**config.mk**
```make
export PLATFORM = sky130hd
export DESIGN_NAME = wtsp_queue
export DESIGN_NICKNAME = d
export VERILOG_FILES = /design/src/rtl/core/wtsp_pkg.sv /design/src/rtl/core/wtsp_queue.sv
export SDC_FILE = /design/constraint.sdc
export NUM_CORES = 1
export LEC_CHECK = 0
export BUFFER_PORTS_ARGS = -buffer_cell sky130_fd_sc_hd__buf_2
export CAP_MARGIN = 20
export CORE_MARGIN = 2
export CORE_UTILIZATION = 45
export CTS_BUF_LIST = sky130_fd_sc_hd__clkbuf_2
export CTS_CLUSTER_DIAMETER = 40
export DETAILED_ROUTE_END_ITERATION = 6
export SKIP_CTS_REPAIR_TIMING = 1
export SYNTH_ARGS = -nofsm -noshare
export SYNTH_HDL_FRONTEND = slang
export SYNTH_SLANG_ARGS = --single-unit
```
**constraint.sdc**
```tcl
create_clock -name clk_i -period 16.8 [get_ports clk_i]
set_input_delay 3.36 -clock clk_i [delete_from_list [all_inputs] [get_ports clk_i]]
set_output_delay 3.36 -clock clk_i [all_outputs]
set_load 0.1 [all_outputs]
```
**src/rtl/core/wtsp_pkg.sv**
```systemverilog
package wtsp_pkg;

  localparam int unsigned CoefCount     = 12;
  localparam int unsigned CoordW        = 32;
  localparam int unsigned SizeW         = 14;
  localparam int unsigned PixW          = 16;
  localparam int unsigned ProdW         = 64;
  localparam int unsigned ProdShift     = 12;
  localparam int unsigned DotW          = 54;
  localparam int unsigned DivSteps      = 24;
  localparam int unsigned DivShift      = 8;
  localparam int unsigned DivRW         = DotW - 1 + DivShift;
  localparam int unsigned RatioW        = DivSteps + 1;
  localparam int unsigned OffW          = RatioW + 2;
  localparam int unsigned PixelFracBits = 17;
  localparam int unsigned PixProdW      = SizeW + 1 + OffW;
  localparam int          MarginPx      = 100;
  localparam int unsigned CfgIdxW       = 2;

  localparam logic signed [DotW-1:0] WMinQ24 = DotW'(16777);
  localparam logic signed [OffW-1:0] PixOne  = OffW'(65536);
  localparam logic signed [PixProdW-1:0] VisLo =
    PixProdW'(-(MarginPx * (1 << PixelFracBits)));
  localparam logic signed [PixW-1:0] PixMax = 16'sh7fff;
  localparam logic signed [PixW-1:0] PixMin = 16'sh8000;

  localparam logic [CfgIdxW-1:0] CfgScreenWidth  = 2'd0;
  localparam logic [CfgIdxW-1:0] CfgScreenHeight = 2'd1;

  typedef enum logic {
    OpLoad    = 1'b0,
    OpProject = 1'b1
  } op_e;

  typedef struct packed {
    op_e                      op;
    logic [3:0]               coef_index;
    logic signed [CoordW-1:0] coef_value;
    logic signed [CoordW-1:0] point_x;
    logic signed [CoordW-1:0] point_y;
    logic signed [CoordW-1:0] point_z;
  } item_in_t;

  typedef struct packed {
    logic signed [PixW-1:0] screen_x;
    logic signed [PixW-1:0] screen_y;
    logic                   visible;
  } item_out_t;

  typedef struct packed {
    logic signed [DotW-1:0] w;
    logic signed [DotW-1:0] cx;
    logic signed [DotW-1:0] cy;
  } clip_t;

  typedef struct packed {
    logic [SizeW-1:0] width;
    logic [SizeW-1:0] height;
  } screen_t;

endpackage

```
**src/rtl/core/wtsp_queue.sv**
```systemverilog
module wtsp_queue #(
  parameter int unsigned Depth = 4
) (
  input  logic            clk_i,
  input  logic            rst_ni,
  input  logic            in_valid_i,
  output logic            in_stall_o,
  input  wtsp_pkg::clip_t in_data_i,
  output logic            out_valid_o,
  input  logic            out_stall_i,
  output wtsp_pkg::clip_t out_data_o
);

  localparam int unsigned PtrW = (Depth > 1) ? $clog2(Depth) : 1;
  localparam int unsigned CntW = $clog2(Depth + 1);

  wtsp_pkg::clip_t  mem_q [Depth];
  logic [PtrW-1:0]  wr_q, rd_q;
  logic [CntW-1:0]  count_q;
  logic             push, pop;

  assign in_stall_o  = count_q == CntW'(Depth);
  assign out_valid_o = count_q != '0;
  assign push        = in_valid_i && !in_stall_o;
  assign pop         = out_valid_o && !out_stall_i;
  assign out_data_o  = mem_q[rd_q];

  always_ff @(posedge clk_i) begin
    if (push) begin
      mem_q[wr_q] <= in_data_i;
    end
  end

  always_ff @(posedge clk_i or negedge rst_ni) begin
    if (!rst_ni) begin
      wr_q    <= '0;
      rd_q    <= '0;
      count_q <= '0;
    end else begin
      if (push) begin
        wr_q <= (wr_q == PtrW'(Depth - 1)) ? '0 : wr_q + 1'b1;
      end
      if (pop) begin
        rd_q <= (rd_q == PtrW'(Depth - 1)) ? '0 : rd_q + 1'b1;
      end
      if (push && !pop) begin
        count_q <= count_q + 1'b1;
      end else if (pop && !push) begin
        count_q <= count_q - 1'b1;
      end
    end
  end

  a_push_counts: assert property (@(posedge clk_i) disable iff (!rst_ni)
    (push && !pop) |=> count_q == $past(count_q) + 1'b1)
    else $error("queue count lost a push");

endmodule

```
# == Word-level counts from Yosys, hierarchy flattened ==
# Memory sizes are Yosys's and may differ from the RTL's.
# Index checks and enable logic that the tools add are counted.
# op_classes
add_sub_neg,4
reduce_logical,10
mux,6
eq_ne,3
# op_table
cell,count
2-to-1 mux 3 bit,2
"adder 2 x 1 -> 2 bit, second input constant",2
"equality test 2 bit, second input constant",2
logical AND 1 bit,4
zero test 1 bit,4
2-to-1 mux 2 bit,2
"adder 3 x 1 -> 3 bit, second input constant",1
"equality test 3 bit, second input constant",1
nonzero test 3 bit,1
"subtractor 3 x 1 -> 3 bit, second input constant",1
2-to-1 mux 1 bit,2
nonzero test 2 bit,1
# word_totals
n_memories,1
input_bits,166
reg_bits,7
ramBits,648
out_inout_bits,164
# memory_table
name,depth,width,rd,rd_ports_with_merged_regs,write_ports,line_no,source
mem_q,4,162,1,0,1,wtsp_queue.sv:17,wtsp_pkg::clip_t mem_q [Depth];

# == Longest topological paths before layout ==
# depth
depth_word,7
mapped_depth,9
mapped_depth_nobuf,9

# == Least setup slack after synthesis ==
# No wires, ideal clock.
# synth_path
kind,input to register
startpoint,input in_valid_i
endpoint,"memory mem_q[3][0] (netlist bit), enable pin"
setup_ns,0.690
cell_stages,2
slack_ns,5.915
arrival_time_ns,10.195
n_path_buf,0
required_time_ns,16.110
cell_sequence,nand2_1 > nor2_1
# synth_between
elab_chain_len,3
# synth_rtl
element,line_no,source
from (decl),wtsp_queue.sv:6,"input logic in_valid_i,"
logical AND 1 bit,wtsp_queue.sv:24,assign push = in_valid_i && !in_stall_o;
2-to-1 mux 1 bit,wtsp_queue.sv:29,if (push) begin
2-to-1 mux 1 bit (implied by the code),wtsp_queue.sv:30,mem_q[wr_q] <= in_data_i;
to (decl),wtsp_queue.sv:17,
# No other way between the ends.

==> out/qor_table.md <==
| Parameter | Reported |
|---|---|
| Site row count | 84 |
| Final layout net count | 1531 |
| WP data required | 13.44 ns |
| Die ar. | 0.0548 mm² |
| Area added between synthesis and finish | 15.9% |
| TritonRoute pass-1 iters | 4 |
| Count of distinct cell types in the synthesized netlist | 22 |
| Insertion delay to the later sink of the worst-skew pair | 1.20 ns |
| Number of H-tree levels | 4 |
| Number of placed I/O pins | 330 |
| Total core area | 0.0524 mm² |
| RSZ-0062 raised after global routing | no |
| Launch point of the worst hold path | count_q[2]$_DFFE_PN0P_ |
| Maximum number of pins on one net before global-route repair | 62 |
| Antenna violations before repair | 13 |
| Clock sink count | 655 |
| Global-route wire length before repair | 70600 µm |
| FF+latch count, synth | 655 |
| IO Port Bufs | 329 |
| Share of the cycle needed by the critical path after routing | 47.7% |
| Routed Antenna Nets | 0 |
| Number of endpoints failing setup at the final stage | 0 |
| Worst slew pin tran | 0.989 ns |
| Final critical-path setup slack | 8.78 ns |
| DR vias | 11100 |
| Synth Warn # | 0 |
| Post-route DRC | 0 |
| DP HPWL | 28600 µm |
| Post-synthesis instance total | 884 |
| Crit path from | rd_q[0]$_DFFE_PN0P_ |
| DR iter-0 viols | 585 |
| Outcome | finished clean |
| Maximum number of buffers from clock root to sink | 3 |
| Net count of the mapped netlist | 1057 |
| Maximum clock rate | 125 MHz |
| Clock-pin slew reported for the worst setup and hold paths after clock tree synthesis | 0.09 ns |
| GR Util All Layers | 17.8% |
| Avg WL per Cell | 22.1 µm |
| End point of the critical path | out_data_o[61] |
| Final setup skew | 0.0687 ns |
| Fraction of final layout cells with drive strength greater than 1 | 52.4% |
| Number of CTS-inserted buffers | 161 |
| Total congestion overflow after global routing | 0 |
| Final weighted congestion of routability-driven global placement | 0.720 |
| Critical Setup Path Class | register to primary output |
| Final worst path period need | 8.02 ns |
| Netlist area before placement | 0.0238 mm² |
| Number of maximum-capacitance constraint violations | 0 |
| Internal reg-to-reg setup slack | 13.44 ns |
| Die H | 234 µm |
| Final routed wirelength across all metal layers | 47700 µm |
| Sum Neg Setup Slack | 0 ns |
| Worst Reg-to-Reg Cells | 5 |
| Root Buffer Master | clkbuf_2 |
| Synthesized area divided by synthesized cell count | 27.0 µm² |
| CTS tree | yes |
| Critical Path Source Type | register |
| Number of hold violations in the final report | 0 |
| Max-slew violations | 0 |
| Worst Setup End Kind | primary output |
| FF-to-FF Start | count_q[2]$_DFFE_PN0P_ |
| Arrival @ worst endpoint | 4.66 ns |
| Number of global-route vias before repair | 12100 |
| Critical Path Fanout Max | 43 |
| Max-slew headroom | 34.1% |
| Capture instance of the worst register-to-register path | mem_q[2][100]$_DFFE_PP_ |
| Width of the die | 234 µm |
| Initial Util | 45.4% |
| Via density per instance | 5.12 |
| Worst setup slack before clock tree synthesis | 9.69 ns |
| Class of the most critical hold timing path | register to register |
| Share of synthesized area occupied by flip-flops and latches | 82.4% |
==> synthesized netlist by cell type (all sizes together) <==
cell type	number	share of area [%]
or3	1	0.047
clkbuf	1	0.016
nor2	4	0.063
inv	4	0.063
fa	1	0.084
mux2	5	0.27
and2	3	0.079
edfxtp	648	82
dfrtp	7	0.74
mux4	162	15
nor3b	1	0.052
buf	35	1.1
xnor2	1	0.037
xor2	2	0.074
nor2b	2	0.084
nand2	1	0.016
ha	6	0.32
==> how the worst min path moves through the flow <==
stage	end	slack [ns]	cells past startpoint
after floorplan	count_q[2]$_DFFE_PN0P_	0.45	1
after global placement	count_q[2]$_DFFE_PN0P_	0.47	1
after detailed placement	count_q[2]$_DFFE_PN0P_	0.47	1
after CTS	count_q[2]$_DFFE_PN0P_	0.49	1
after global routing	count_q[2]$_DFFE_PN0P_	0.52	1
final	count_q[2]$_DFFE_PN0P_	0.49	1
==> flip-flops by register name (all words and copies together) (netlist names) <==
name	cells
mem_q	648
count_q	3
rd_q	2
wr_q	2
==> metal layers <==
| layer | GRT usage (%) | routed length [µm] | vias up | share of wire [%] |
|---|---|---|---|---|
| met5 | 0 | 65 | - | 0.14 |
| met4 | 6.84 | 875 | 12 | 1.8 |
| met3 | 8.09 | 4400 | 81 | 9.2 |
| met2 | 28.0 | 23500 | 371 | 49 |
| met1 | 21.5 | 18900 | 5690 | 40 |
| li1 | - | - | 4896 | - |
==> critical path, stage by stage (launching register included) <==
cell	delay, ns
dfrtp_4	0.78
buf_12	0.30
buf_4	0.58
buf_4	0.77
mux4_2	0.60
buf_2	0.31
==> per-stage QoR <==
step / hold WS, ns / instances / utilization [%] / instance area, µm²
2_1_floorplan: 0.454 / 884 / - / 23800
3_3_place_gp: 0.469 / 1882 / 50.0 / 26200
3_5_place_dp: 0.473 / 1882 / 50.0 / 26200
4_1_cts: 0.490 / 2149 / 52.6 / 27600
5_1_grt: 0.521 / 2154 / 52.6 / 27600
6_report: 0.488 / 2158 / 52.7 / 27600
==> cell families after synthesis <==
logic type / after synthesis / share of synthesized area, %
DFF: 655 / 82.4
muxes: 167 / 15.6
buffers and inverters: 40 / 1.18
and+or+nand+nor: 12 / 0.341
adders and majority gates: 7 / 0.399
xor gates and xnor gates: 3 / 0.110
==> placed cells by master (no fill, tap or decap), drive strengths merged <==
cell      instances
dfrtp             7
nor2              4
clkinv           28
clkbuf          230
nand2             1
mux2              5
nor2b             2
inv               9
xnor2             1
nor3b             1
mux4            162
edfxtp          648
and2              3
buf             347
xor2              2
ha                6
clkinvlp          2
or3               1
diode             8
bufinv            2
fa                1
==> layout make-up <==
cell class / count / area (µm²)
fill: 4200 / 24800
timing repair buffer: 347 / 1790
sequential: 655 / 19600
antenna: 8 / 20.0
clock inverter: 37 / 208
tap: 688 / 861
multi-input combinational: 189 / 3930
clock buffer: 230 / 1150
inverter: 4 / 15.0
Power is not shown: default switching activity piles up to over one toggle a cycle in this logic, so the estimate is an artifact.
